## src/wma_pkg.sv

```systemverilog
// wma_pkg: request types, controller state encoding and command/status
// structs shared by the moving-average controller, datapath and top level
// no dependencies
package wma_pkg;

  localparam int SAMPLE_W = 8;
  localparam int MEAN_W   = 8;
  localparam int CFG_W    = 7;

  // window length after reset
  localparam logic [CFG_W-1:0] WINDOW_RST = 7'd64;

  // mode codes
  localparam logic MODE_ADD    = 1'b0;
  localparam logic MODE_UPDATE = 1'b1;

  // input request payload
  typedef struct packed {
    logic                mode;
    logic [SAMPLE_W-1:0] sample;
  } in_req_t;

  // result request payload
  typedef struct packed {
    logic [MEAN_W-1:0] mean;
    logic              cycle_complete;
  } out_req_t;

  // controller states
  typedef enum logic [2:0] {
    ST_IDLE,
    ST_READ,
    ST_APPLY,
    ST_DIVIDE,
    ST_DONE
  } ctl_state_t;

  // controller to datapath
  typedef struct packed {
    logic take_in;
    logic mem_rd;
    logic apply;
    logic div_step;
    logic out_load;
    logic cfg_wr;
  } wma_cmd_t;

  // datapath to controller
  typedef struct packed {
    logic div_last;
  } wma_sts_t;

endpackage

```

## src/windowed_moving_average.sv

```systemverilog
// windowed_moving_average: top level, joins the controller and the datapath
// depends on wma_pkg, wma_ctrl, wma_datapath
//
// Moving average over the last window_length byte samples. Each input request
// either adds a sample (overwriting the oldest once the window is full) or
// replaces the most recent one, and answers with the truncated mean of the
// stored samples plus a flag when an add wraps the ring back to the start.
// One request is worked at a time: from acceptance it passes one ring read,
// one update of sum, count and ring, eight steps of the radix-2 divider
// (one quotient bit each) and a load of the result register, which waits
// while a stalled result still holds that register. A new request is taken
// once the load is done, also while the previous result still waits
// downstream. The window register is written through the cfg port while no
// request is in flight; any write clears the average. The ring needs no
// clearing after reset.
module windowed_moving_average #(
  parameter int MAX_WINDOW = 64
) (
  input  logic                      clk,
  input  logic                      rst_n,
  input  logic                      in_valid,
  output logic                      in_stall,
  input  wma_pkg::in_req_t          in_data,
  output logic                      out_valid,
  input  logic                      out_stall,
  output wma_pkg::out_req_t         out_data,
  input  logic                      cfg_valid,
  output logic                      cfg_ready,
  input  logic [wma_pkg::CFG_W-1:0] cfg_data
);
  import wma_pkg::*;

  wma_cmd_t cmd;
  wma_sts_t sts;

  // sequencer
  wma_ctrl u_ctrl (
    .clk       (clk),
    .rst_n     (rst_n),
    .in_valid  (in_valid),
    .in_stall  (in_stall),
    .out_valid (out_valid),
    .out_stall (out_stall),
    .cfg_valid (cfg_valid),
    .cfg_ready (cfg_ready),
    .sts       (sts),
    .cmd       (cmd)
  );

  // ring, sum and divider
  wma_datapath #(
    .MAX_WINDOW (MAX_WINDOW)
  ) u_datapath (
    .clk      (clk),
    .rst_n    (rst_n),
    .cmd      (cmd),
    .sts      (sts),
    .in_data  (in_data),
    .cfg_data (cfg_data),
    .out_data (out_data)
  );

endmodule

```

## src/wma_ctrl.sv

```systemverilog
// wma_ctrl: sequencer for one request at a time (read, apply, divide, deliver)
// and the result valid flag
// depends on wma_pkg
module wma_ctrl (
  input  logic              clk,
  input  logic              rst_n,
  input  logic              in_valid,
  output logic              in_stall,
  output logic              out_valid,
  input  logic              out_stall,
  input  logic              cfg_valid,
  output logic              cfg_ready,
  input  wma_pkg::wma_sts_t sts,
  output wma_pkg::wma_cmd_t cmd
);
  import wma_pkg::*;

  ctl_state_t state_r, state_nxt;
  logic       out_valid_r, out_valid_nxt;
  logic       slot_free;

  // output register can take a new result this cycle
  assign slot_free = !out_valid_r || !out_stall;

  // next state
  always_comb begin
    state_nxt = state_r;
    unique case (state_r)
      ST_IDLE:   if (in_valid) state_nxt = ST_READ;
      ST_READ:   state_nxt = ST_APPLY;
      ST_APPLY:  state_nxt = ST_DIVIDE;
      ST_DIVIDE: if (sts.div_last) state_nxt = ST_DONE;
      ST_DONE:   if (slot_free) state_nxt = ST_IDLE;
      default:   state_nxt = ST_IDLE;
    endcase
  end

  // outputs and commands
  always_comb begin
    cmd       = '0;
    in_stall  = 1'b1;
    cfg_ready = 1'b0;
    unique case (state_r)
      ST_IDLE: begin
        in_stall     = 1'b0;
        cfg_ready    = 1'b1;
        cmd.take_in  = in_valid;
        cmd.cfg_wr   = cfg_valid;
      end
      ST_READ:   cmd.mem_rd   = 1'b1;
      ST_APPLY:  cmd.apply    = 1'b1;
      ST_DIVIDE: cmd.div_step = 1'b1;
      ST_DONE:   cmd.out_load = slot_free;
      default: begin
        in_stall = 1'b1;
      end
    endcase
  end

  // result valid flag
  always_comb begin
    out_valid_nxt = out_valid_r;
    if (out_valid_r && !out_stall) begin
      out_valid_nxt = 1'b0;
    end
    if (cmd.out_load) begin
      out_valid_nxt = 1'b1;
    end
  end

  always_ff @(posedge clk) begin
    if (!rst_n) begin
      state_r     <= ST_IDLE;
      out_valid_r <= 1'b0;
    end else begin
      state_r     <= state_nxt;
      out_valid_r <= out_valid_nxt;
    end
  end

  assign out_valid = out_valid_r;

endmodule

```

## src/wma_datapath.sv

```systemverilog
// wma_datapath: sample ring memory, running sum, fill count, write index,
// window register, radix-2 mean divider and result register
// depends on wma_pkg
module wma_datapath #(
  parameter int MAX_WINDOW = 64
) (
  input  logic                        clk,
  input  logic                        rst_n,
  input  wma_pkg::wma_cmd_t           cmd,
  output wma_pkg::wma_sts_t           sts,
  input  wma_pkg::in_req_t            in_data,
  input  logic [wma_pkg::CFG_W-1:0]   cfg_data,
  output wma_pkg::out_req_t           out_data
);
  import wma_pkg::*;

  localparam int CW  = $clog2(MAX_WINDOW + 1);
  localparam int IW  = (MAX_WINDOW > 1) ? $clog2(MAX_WINDOW) : 1;
  localparam int SW  = $clog2(((1 << SAMPLE_W) - 1) * MAX_WINDOW + 1);
  localparam int XW  = (CW > CFG_W) ? CW : CFG_W;
  localparam int SCW = $clog2(MEAN_W);

  // sample ring
  logic [SAMPLE_W-1:0] mem [MAX_WINDOW];

  logic [CFG_W-1:0]    window_r;
  logic [SW-1:0]       sum_r;
  logic [CW-1:0]       fill_r;
  logic [IW-1:0]       widx_r;
  logic                mode_r;
  logic [SAMPLE_W-1:0] sample_r;
  logic [SAMPLE_W-1:0] rd_data_r;
  logic [SW-1:0]       rem_r;
  logic [MEAN_W-1:0]   quot_r;
  logic [SCW-1:0]      step_r;
  logic                wrap_r;
  out_req_t            out_data_r;

  logic [CW-1:0]       win_eff;
  logic [CW-1:0]       idx_cur;
  logic [CW-1:0]       upd_idx;
  logic [CW-1:0]       next_idx;
  logic                full;
  logic                is_add;
  logic                wraps;
  logic [IW-1:0]       addr;
  logic [SAMPLE_W-1:0] old_val;
  logic [SW-1:0]       sum_nxt;
  logic [CW-1:0]       fill_nxt;
  logic [IW-1:0]       widx_nxt;
  logic [SW-1:0]       div_trial;
  logic                div_fit;

  // effective window: zero acts as one, clamp to store depth
  always_comb begin
    if (window_r == '0) begin
      win_eff = CW'(1);
    end else if (XW'(window_r) > XW'(MAX_WINDOW)) begin
      win_eff = CW'(MAX_WINDOW);
    end else begin
      win_eff = CW'(window_r);
    end
  end

  // ring position and update decision
  always_comb begin
    idx_cur  = (CW'(widx_r) >= win_eff) ? '0 : CW'(widx_r);
    full     = fill_r >= win_eff;
    is_add   = (mode_r == MODE_ADD) || (fill_r == '0);
    upd_idx  = (idx_cur == '0) ? (win_eff - CW'(1)) : (idx_cur - CW'(1));
    next_idx = idx_cur + CW'(1);
    wraps    = next_idx >= win_eff;
    addr     = is_add ? IW'(idx_cur) : IW'(upd_idx);
  end

  // new sum, count and index
  always_comb begin
    old_val  = (is_add && !full) ? '0 : rd_data_r;
    sum_nxt  = sum_r - SW'(old_val) + SW'(sample_r);
    fill_nxt = fill_r;
    widx_nxt = widx_r;
    if (is_add) begin
      fill_nxt = full ? win_eff : (fill_r + CW'(1));
      widx_nxt = wraps ? '0 : IW'(next_idx);
    end
  end

  // ring memory, registered read
  always_ff @(posedge clk) begin
    if (cmd.mem_rd) begin
      rd_data_r <= mem[addr];
    end
    if (cmd.apply) begin
      mem[addr] <= sample_r;
    end
  end

  // control state of the ring
  always_ff @(posedge clk) begin
    if (!rst_n) begin
      window_r <= WINDOW_RST;
      sum_r    <= '0;
      fill_r   <= '0;
      widx_r   <= '0;
    end else if (cmd.cfg_wr) begin
      window_r <= cfg_data;
      sum_r    <= '0;
      fill_r   <= '0;
      widx_r   <= '0;
    end else if (cmd.apply) begin
      sum_r    <= sum_nxt;
      fill_r   <= fill_nxt;
      widx_r   <= widx_nxt;
    end
  end

  // captured request
  always_ff @(posedge clk) begin
    if (cmd.take_in) begin
      mode_r   <= in_data.mode;
      sample_r <= in_data.sample;
    end
  end

  // restoring divider, one quotient bit per cycle, msb first
  assign div_trial = SW'(fill_r) << step_r;
  assign div_fit   = rem_r >= div_trial;

  always_ff @(posedge clk) begin
    if (cmd.apply) begin
      rem_r  <= sum_nxt;
      quot_r <= '0;
      step_r <= SCW'(MEAN_W - 1);
      wrap_r <= is_add && wraps;
    end else if (cmd.div_step) begin
      if (div_fit) begin
        rem_r <= rem_r - div_trial;
      end
      quot_r <= {quot_r[MEAN_W-2:0], div_fit};
      step_r <= step_r - SCW'(1);
    end
  end

  assign sts.div_last = (step_r == '0);

  // result register
  always_ff @(posedge clk) begin
    if (cmd.out_load) begin
      out_data_r.mean           <= quot_r;
      out_data_r.cycle_complete <= wrap_r;
    end
  end

  assign out_data = out_data_r;

endmodule
```

## config.mk

```make
export PLATFORM = sky130hd
export DESIGN_NAME = windowed_moving_average
export DESIGN_NICKNAME = d
export VERILOG_FILES = /design/src/wma_pkg.sv /design/src/windowed_moving_average.sv /design/src/wma_ctrl.sv /design/src/wma_datapath.sv
export SDC_FILE = /design/constraint.sdc
export NUM_CORES = 1
export LEC_CHECK = 0
export BUFFER_PORTS_ARGS = -buffer_cell sky130_fd_sc_hd__buf_4
export CORE_UTILIZATION = 40
export DETAILED_ROUTE_END_ITERATION = 7
export GPL_ROUTABILITY_DRIVEN = 0
export PLACE_DENSITY = 0.59
export SETUP_SLACK_MARGIN = 0.15
export SLEW_MARGIN = 5
export SYNTH_ARGS = -nofsm -noshare
export SYNTH_HDL_FRONTEND = slang
export SYNTH_HIERARCHICAL = 1
export SYNTH_SLANG_ARGS = --single-unit
```

## constraint.sdc

```tcl
create_clock -name clk -period 8.9 [get_ports clk]
set_input_delay 0 -clock clk [delete_from_list [all_inputs] [get_ports clk]]
set_output_delay 0 -clock clk [all_outputs]
set_load 0.05 [all_outputs]
```

# Yosys cells after proc, flatten, opt, wreduce, memory -nomap -nowiden
# Memories as Yosys holds them, arrays and structs flattened. A register that Yosys moved wholly into a read port is not among the register bits.
# Cells that the tools add are included.
# totals
reg_bits	82
ramBits	512
in_bits	21
output_inout_bits	12
elab_cells	85
memories	1
# mem_list
memory	depth	word_bits	rd	rd_clocked_by_memory_dff	write_ports	line_no	text
u_datapath.mem	64	8	1	1	1	wma_datapath.sv:24	logic [SAMPLE_W-1:0] mem [MAX_WINDOW];
# op_classes
addsub	8
order_cmp	5
eq_ne	7
shifts	1
n_mux	27
bitwise_logic	2
n_reduce_logical	20
# op_table
cell	n
$mux 14	3
$mux 6	4
$logic_not 7->1	3
$mux 7	3
$pmux 3 s5	1
$add 14x8->14	1
$add 7x1->7 const B	2
$ge 14x14->1	1
$ge 7x7->1	2
$shl 7x3->14	1
$sub 14x14->14	1
$sub 14x8->14	1
$mux 1	12
$sub 6x1->6 const B	2
$mux 3	3
$mux 8	1
$ge 6x7->1	1
$gt 7x7->1 const B	1
$eq 3x2->1 const B	2
$logic_not 3->1	2
$reduce_bool 2->1	3
$ne 2x2->1 const B	2
$reduce_and 2->1	2
$eq 3x1->1 const B	1
other kinds (9)	15

# Logic depth before layout (Yosys ltp)
# Gate-level depths: netlist of run 1.
# depth
depth_word	10
mapped_depth	28
depth_no_buf	26

# Hierarchy
# The synthesis of run 1 kept the hierarchy.
# by_module_without_submodules
mod	n_inst	cells_per_inst	area_per_inst_um2	seq_area_each_um2
wma_datapath	1	2021	26545.5	17506.8
wma_ctrl	1	29	247.7	80.1

# Worst setup path after synthesis of run 1
# OpenSTA, ideal clock, no wires.
# synth_timing
kind	register -> register
start	register u_datapath.window_r[2]
end	register u_datapath.rem_r[13], data pin
setup_time_ns	0.152
arrival_time_ns	5.761
required_time_ns	8.748
slack_ns	2.986
stages_incl_launch_ff	27
path_buffers	1
period_less_slack_ns	5.914
cell_sequence	dfxtp_1 > or4_4 > o31ai_4 > ha_1 > nand2b_1 > a21o_1 > a21o_1 > a21o_1 > a21o_1 > a21o_1 > a21o_1 > clkbuf_1 > nand2b_1 > and2_1 > fa_1 > inv_1 > ha_1 > a21o_1 > a21oi_1 > o21ai_0 > a31oi_1 > nor2b_1 > o21a_1 > o41a_1 > a31oi_1 > mux2_2 > o21ai_0
# synth_via
elab_chain_len	10
word_cells_on_any_way	11
classes_between	add/sub (2); order compare (2); mux (4); reduce/logical (3)
# synth_rtl
element	line_no	text
start: declaration	wma_datapath.sv:26	logic [CFG_W-1:0] window_r;
start signal: assignment	wma_datapath.sv:106	window_r <= cfg_data;
$gt 7x7->1	wma_datapath.sv:58	end else if (XW'(window_r) > XW'(MAX_WINDOW)) begin
$mux 7	wma_datapath.sv:58	
$mux 7 *	wma_datapath.sv:56	if (window_r == '0) begin
$ge 7x7->1 *	wma_datapath.sv:68	full = fill_r >= win_eff;
$logic_not 1->1 *	wma_datapath.sv:78	old_val = (is_add && !full) ? '0 : rd_data_r;
$logic_and 1x1->1 *	wma_datapath.sv:78	
$mux 8 *	wma_datapath.sv:78	
$sub 14x8->14 *	wma_datapath.sv:79	sum_nxt = sum_r - SW'(old_val) + SW'(sample_r);
$add 14x8->14 *	wma_datapath.sv:79	
$mux 14 *	wma_datapath.sv:130	if (cmd.apply) begin
end signal: assignment	wma_datapath.sv:131	rem_r <= sum_nxt;
end signal: assignment	wma_datapath.sv:137	rem_r <= rem_r - div_trial;
end: declaration	wma_datapath.sv:33	logic [SW-1:0] rem_r;
# Mark *: on every way between the ends. The rest lies on a longest branch, timed or not.
# A chain may end at the register's enable or synchronous reset.

# Final worst setup path of run 1
# layout_timing
start	register u_datapath.window_r[6]
end	register u_datapath.rd_data_r[2], read port of u_datapath.mem, data pin
# layout_via
elab_chain_len	8
word_cells_on_any_way	11
classes_between	add/sub (2); order compare (2); mux (5); reduce/logical (2)
# layout_rtl
element	line_no	text
$gt 7x7->1	wma_datapath.sv:58	
$mux 7	wma_datapath.sv:58	
$mux 7 *	wma_datapath.sv:56	
$ge 6x7->1	wma_datapath.sv:67	idx_cur = (CW'(widx_r) >= win_eff) ? '0 : CW'(widx_r);
$mux 6	wma_datapath.sv:67	
$sub 6x1->6 or $logic_not 7->1 (tied branches)	wma_datapath.sv:70	upd_idx = (idx_cur == '0) ? (win_eff - CW'(1)) : (idx_cur - CW'(1));
$mux 6	wma_datapath.sv:70	
$mux 6 *	wma_datapath.sv:73	addr = is_add ? IW'(idx_cur) : IW'(upd_idx);
end: declaration	wma_datapath.sv:32	logic [SAMPLE_W-1:0] rd_data_r;
# Marks and branches as above.

==> impl_metrics.py, run 1 <==
metrics = {
    "final_layout": {
        "drive_gt1_share_pct": 9.349,
        "mostFrequentLayoutCell": "edfxtp_1",
        "synthToLayoutAreaGrowth_pct": 13.24,
        "diodes": 0,
        "fin_cells": 3014,
        "final_cell_mix": "edfxtp_1, nand2_1, mux2i_1",
        "finalNetCount": 2183,
    },
    "timing": {
        "fin_crit_sh_pct": 85.00,
        "slew_violations": 0,
        "finalSetupTns_ns": 0,
        "rsz0062_at_grt": "false",
        "finalSetupViolCount": 0,
        "period_needed_ns": 7.565,
        "hold_violations": 0,
        "skew_ns": 0.03449,
        "fmax_mhz": 132.2,
        "tightestPinTransition_ns": 1.131,
        "relSlewSlack_pct": 24.29,
    },
    "critical_path": {
        "cpMaxStageDelayCell": "nor2_1",
        "cp-end-kind": "flip-flop",
        "required_ns": 9.24,
        "critPathLaunchType": "flip-flop",
        "max_stage_delay_ns": 0.97,
        "arrival_ns": 7.90,
        "crit_path_cell_trace": "inv_1 > nand2_1 > ha_1 > a21oi_1 > a21o_1 > o21a_1 > nand2_1 > ha_1 > nand2b_1 > nor2_1 > a21oi_1 > nand2_1 > a21oi_1 > ha_1 > and3_1 > a32o_1 > nor2_4 > buf_4 > nor2_1 > a221o_1 > o22ai_1 > or4_1",
        "critPathMaxFanout": 50,
        "crit_type": "reg -> reg",
    },
    "clocking": {
        "h-tree-depth": 3,
        "clock_latency_ns": 0.62,
        "cts_tree": "yes",
        "cts_resized": 0,
        "cts.clk_slew.worst_paths_ns": 0.06,
        "numCtsBuffers": 66,
        "root_buffer": "clkbuf_16",
        "cts_sinks": 602,
        "cts_max_path_buffers": 3,
    },
    "grt": {
        "grt_pass1_wl_um": 103100,
        "track_usage_pct": 20.13,
        "grt_pass1_vias": 16460,
        "antenna_found_initial": 0,
        "grt_max_degree": 79,
        "grt_overflow_total": 0,
    },
    "floorplan": {
        "core_area_mm2": 0.06598,
        "placementRows": 94,
        "die_w_um": 260.8,
        "design.die.area_mm2": 0.06802,
        "boundaryPins": 33,
        "die_h_um": 260.8,
        "initial_core_util_pct": 40.61,
    },
    "power_and_ir_drop": {
        "p_leak_nw": 10.67,
        "power_density_mw_per_mm2": 239.4,
        "ir_drop_mv": 0.1911,
    },
    "place": {
        "dp_cells": 2868,
        "io_buffers": 32,
        "dp_hpwl_um": 41000,
    },
    "routing": {
        "first_iter_violations": 1722,
        "final_antenna_net_count": 0,
        "routed_wl_um": 67820,
        "dr.pass1.iters": 7,
        "wl_per_cell_um": 22.50,
        "drc": 1,
        "via_count": 16700,
        "viasPerCell": 5.540,
    },
    "run": {
        "cap_viol_max_count": 0,
    },
    "synthesis": {
        "ys_types": 74,
        "synth_edf_count": 553,
        "synthFlopType": "edfxtp_1",
        "syn_nets": 2135,
        "yosysWarnings": 6,
        "async_flop_share_pct": 0,
        "syn_inst": 2050,
        "syn_area_mm2": 0.02679,
        "ys_seq_area_share_pct": 65.64,
        "syn_avg_cell_area_um2": 13.07,
        "ys_ff_latch": 602,
    },
    "run_status": {
        "violations": "design-rule violations",
        "outcome": "finished, violations left",
    },
    "hold_path": {
        "hold_path_class": "in -> reg",
    },
}
-- critical path, delay by kind of cell, from the launching register on --
kind            cells  cell delay [ns]
fa+ha+maj           3             0.85
buf+inv             2             0.70
flops               1             0.65
simple gates        9             2.83
compound gates      8             2.18
-- stage by stage --
stage | utilization (%) | total power [mW] | hold slack (ns) | instance area [um^2] | setup slack [ns]
after floorplan | - | 4.189 | 0.09864 | 26790 | 2.986
after global placement | 42.23 | 4.501 | 0.1814 | 27860 | 1.727
after detailed placement | 42.23 | 4.516 | 0.1802 | 27860 | 1.529
after CTS | 45.98 | 7.321 | 0.07270 | 30340 | 1.481
after global routing | 45.98 | 7.551 | 0.08416 | 30340 | 0.8975
final | 45.98 | 7.265 | 0.1107 | 30340 | 1.335
-- cell type report --
class                      instances  area [um^2]
fill                            5777        35640
multi-input combinational       1270         8414
clock inverter                    38        486.7
sequential                       602        17590
inverter                          60        225.2
clock buffer                      82         1733
tap                              864         1081
timing repair buffer              98        813.3
-- kinds of logic after synthesis --
| family | Yosys count | share of synthesized area, % |
|---|---|---|
| buffers and inverters | 178 | 3.180 |
| adders and majority gates | 64 | 3.241 |
| muxes | 208 | 7.906 |
| DFF | 602 | 65.64 |
| xor gates and xnor gates | 31 | 1.013 |
| AOI/OAI and AO/OA | 261 | 7.070 |
| and+or+nand+nor | 706 | 11.95 |
-- state kept, by name (all words and copies together), names as in the netlist, 7 cells and up --
| signal | count |
|---|---|
| u_datapath/rem_r | 14 |
| u_datapath/fill_r | 7 |
| u_datapath/mem | 512 |
| u_datapath/window_r | 7 |
| u_datapath/rd_data_r | 8 |
| u_datapath/quot_r | 8 |
| u_datapath/sample_r | 8 |
| u_datapath/sum_r | 14 |
| u_datapath/out_data | 9 |
-- per-layer routing --
metal | track usage (%) | vias to the layer above | routed length [um]
met4 | 6.465 | 0 | 1982
met2 | 32.54 | 538 | 32240
met3 | 3.069 | 122 | 4335
met5 | 0 | - | 0
li1 | - | 7725 | -
met1 | 27.74 | 8313 | 29270
-- power breakdown --
group | switching, mW | internal (mW)
clock network | 1.15 | 1.64
logic | 0.772 | 0.458
registers | 0.0537 | 3.19
-- synthesized netlist by cell type (4+ instances only) --
cell type / count / share of area (%)
edfxtp_1: 553 / 62
or4_1: 8 / 0.22
buf_6: 9 / 0.38
nand2_1: 320 / 4.5
mux2_2: 7 / 0.29
o21ai_0: 30 / 0.56
a221o_1: 15 / 0.56
mux2i_1: 197 / 7.4
ha_1: 55 / 2.6
a21o_1: 21 / 0.59
nor4_1: 8 / 0.19
a32o_1: 18 / 0.67
and3_1: 19 / 0.44
xnor2_1: 15 / 0.49
clkbuf_1: 36 / 0.50
buf_4: 14 / 0.39
o211ai_1: 5 / 0.14
buf_2: 51 / 0.95
o21a_1: 5 / 0.14
xor2_1: 16 / 0.52
fa_1: 9 / 0.67
and2_1: 13 / 0.30
nor2_1: 114 / 1.6
a31oi_1: 17 / 0.40
a21oi_1: 64 / 1.2
nand2b_1: 15 / 0.35
a211oi_1: 4 / 0.11
a311oi_1: 29 / 0.95
inv_1: 60 / 0.84
or3_1: 9 / 0.21
o22ai_1: 19 / 0.44
nor3_1: 16 / 0.30
nor2b_1: 19 / 0.44
nand3_1: 130 / 2.4
buf_1: 8 / 0.11
dfxtp_1: 49 / 3.7
nor2_2: 4 / 0.093
nand4_1: 15 / 0.35
o21bai_1: 4 / 0.11
-- repair_timing --
| action | 4_1_cts | 5_1_grt |
|---|---|---|
| setup buffers | 0 | 0 |
| endpoints found under the hold margin | 54 | 0 |
| hold buffers | 26 | 0 |
-- final timing paths --
check	start	end	slack (ns)	depth (start not counted)
max reg2reg	u_datapath/window_r[6]	u_datapath/rd_data_r[2]	1.33	22
min reg2reg	u_datapath/wrap_r	u_datapath/out_data[0]	0.44	0
max	u_datapath/window_r[6]	u_datapath/rd_data_r[2]	1.33	22
min	cfg_valid	u_datapath/window_r[2]	0.11	4
No activity file was read; power rests on OpenSTA's default activity.
==> run 2: changes to the inputs <==
- CTS_BUF_LIST: not set -> sky130_fd_sc_hd__clkbuf_16
==> impl_metrics.py, run 2 (same netlist as run 1, synthesis figures left out) <==
metrics = {
    "critical_path": {
        "critPathMaxFanout": 50,
        "rr_startpoint": "u_datapath/window_r[6]",
        "r2r_cells": 22,
        "cp-end-kind": "flip-flop",
        "timing.rr.end": "u_datapath/rd_data_r[2]",
        "critPathLaunchType": "flip-flop",
        "crit_type": "reg -> reg",
        "arrival_ns": 7.90,
        "r2r_slack_ns": 1.34,
        "required_ns": 9.24,
    },
    "final_layout": {
        "top_regs": "u_datapath/mem: 512 flops, u_datapath/rem_r: 14 flops, u_datapath/sum_r: 14 flops",
        "multiInputGateArea_mm2": 0.008414,
        "largest_register": "u_datapath/mem",
        "diodes": 0,
        "finalNetCount": 2183,
        "drive_gt1_share_pct": 9.349,
        "fillCellCount": 5777,
        "final_cell_mix": "edfxtp_1, nand2_1, mux2i_1",
        "mostFrequentLayoutCell": "edfxtp_1",
        "final_core_util_pct": 45.98,
        "regArea_mm2": 0.01759,
        "largest_register_ffs": 512,
        "final_area_mm2": 0.03034,
        "fin_cells": 3014,
        "synthToLayoutAreaGrowth_pct": 13.24,
    },
    "routing": {
        "final_antenna_net_count": 0,
        "drc": 1,
        "dr.pass1.iters": 7,
        "via_count": 16850,
        "routed_wl_um": 68010,
        "viasPerCell": 5.592,
        "first_iter_violations": 1712,
        "wl_per_cell_um": 22.56,
    },
    "clocking": {
        "cts_tree": "yes",
        "post_cts_buffers": 0,
        "cts_resized": 0,
        "cts_sinks": 602,
        "cts_max_path_buffers": 3,
        "clock_latency_ns": 0.61,
        "cts.clk_slew.worst_paths_ns": 0.06,
        "postCtsHoldBufs": 26,
        "numCtsBuffers": 66,
        "root_buffer": "clkbuf_16",
        "h-tree-depth": 3,
    },
    "floorplan": {
        "boundaryPins": 33,
        "die_h_um": 260.8,
        "die_w_um": 260.8,
        "design.die.area_mm2": 0.06802,
        "initial_core_util_pct": 40.61,
        "placementRows": 94,
        "core_area_mm2": 0.06598,
    },
    "timing": {
        "slew_violations": 0,
        "fin_crit_sh_pct": 84.92,
        "period_needed_ns": 7.558,
        "tightestPinTransition_ns": 1.128,
        "fmax_mhz": 132.3,
        "finalSetupViolCount": 0,
        "relSlewSlack_pct": 24.55,
        "finalWorstSetupSlack_ns": 1.342,
        "skew_ns": 0.03496,
        "hold_violations": 0,
        "rsz0062_at_grt": "false",
        "finalSetupTns_ns": 0,
    },
    "grt": {
        "antenna_found_initial": 0,
        "grt_max_degree": 79,
        "grt_pass1_vias": 16460,
        "grt_overflow_total": 0,
        "grt_pass1_wl_um": 103100,
        "track_usage_pct": 20.13,
    },
    "power_and_ir_drop": {
        "ir_drop_mv": 0.1909,
        "p_leak_nw": 10.73,
        "power_density_mw_per_mm2": 238.9,
    },
    "hold_path": {
        "worstHoldPathCells": 2,
        "hold_start": "in_data[6]",
        "whs_endpoint": "u_datapath/sample_r[6]",
        "hold_path_class": "in -> reg",
    },
    "run_status": {
        "outcome": "finished, violations left",
        "violations": "design-rule violations",
    },
    "place": {
        "dp_hpwl_um": 41000,
        "post-place-ws_ns": 1.529,
        "place_area_mm2": 0.02786,
        "dp_cells": 2868,
        "io_buffers": 32,
    },
    "run": {
        "cap_viol_max_count": 0,
    },
}
==> run 2: cell types whose count changed in the layout (fill, tap and decap cells not counted), sizes merged <==
cell    before  now
clkbuf      82   67
inv         65   80
==> run 2: final cells by class <==
class	count	share of cell area, %
Multi-Input combinational cell	1270	27.73
Inverter	60	0.7423
Clock inverter	53	1.790
Sequential cell	602	57.97
Clock buffer	67	5.526
Timing Repair Buffer	98	2.681
Tap cell	864	3.563
==> run 2: power by group <==
part	leakage, nW	switching (mW)	internal (mW)
Sequential	5.38	0.0534	3.19
Combinational	4.24	0.774	0.458
Clock	1.12	1.15	1.62
==> run 2: per-layer routing <==
metal	global-route usage, %	up-vias	share of wire, %
met1	27.74	8404	43
met3	3.069	125	6.2
met5	0	-	0
met2	32.54	597	47
met4	6.465	0	2.9
li1	-	7728	-
==> run 2: critical path, stage by stage, from the launching register on <==
cell      delay (ns)
dfxtp_1         0.64
inv_1           0.28
nand2_1         0.27
ha_1            0.31
a21oi_1         0.31
a21o_1          0.21
o21a_1          0.30
nand2_1         0.18
ha_1            0.27
nand2b_1        0.15
nor2_1          0.05
a21oi_1         0.25
nand2_1         0.29
a21oi_1         0.26
ha_1            0.27
and3_1          0.18
a32o_1          0.41
nor2_4          0.23
buf_4           0.42
nor2_1          0.96
a221o_1         0.33
o22ai_1         0.12
or4_1           0.50
==> run 2: per-stage QoR <==
step | power, mW | hold slack [ns]
after global placement | 4.501 | 0.1814
after floorplan | 4.189 | 0.09864
after global routing | 7.535 | 0.08416
final | 7.248 | 0.1123
after CTS | 7.305 | 0.07270
after detailed placement | 4.516 | 0.1802
==> run 2: how the worst max path moves through the flow <==
stage                                 startpoint                      end  slack [ns]  cells past startpoint
after floorplan           u_datapath/window_r[2]     u_datapath/rem_r[13]        2.99                     26
after global placement    u_datapath/window_r[2]  u_datapath/rd_data_r[3]        1.73                     23
after detailed placement  u_datapath/window_r[6]  u_datapath/rd_data_r[2]        1.53                     22
after CTS                 u_datapath/window_r[6]  u_datapath/rd_data_r[2]        1.48                     22
after global routing      u_datapath/window_r[6]  u_datapath/rd_data_r[3]        0.90                     22
final                     u_datapath/window_r[6]  u_datapath/rd_data_r[2]        1.34                     22
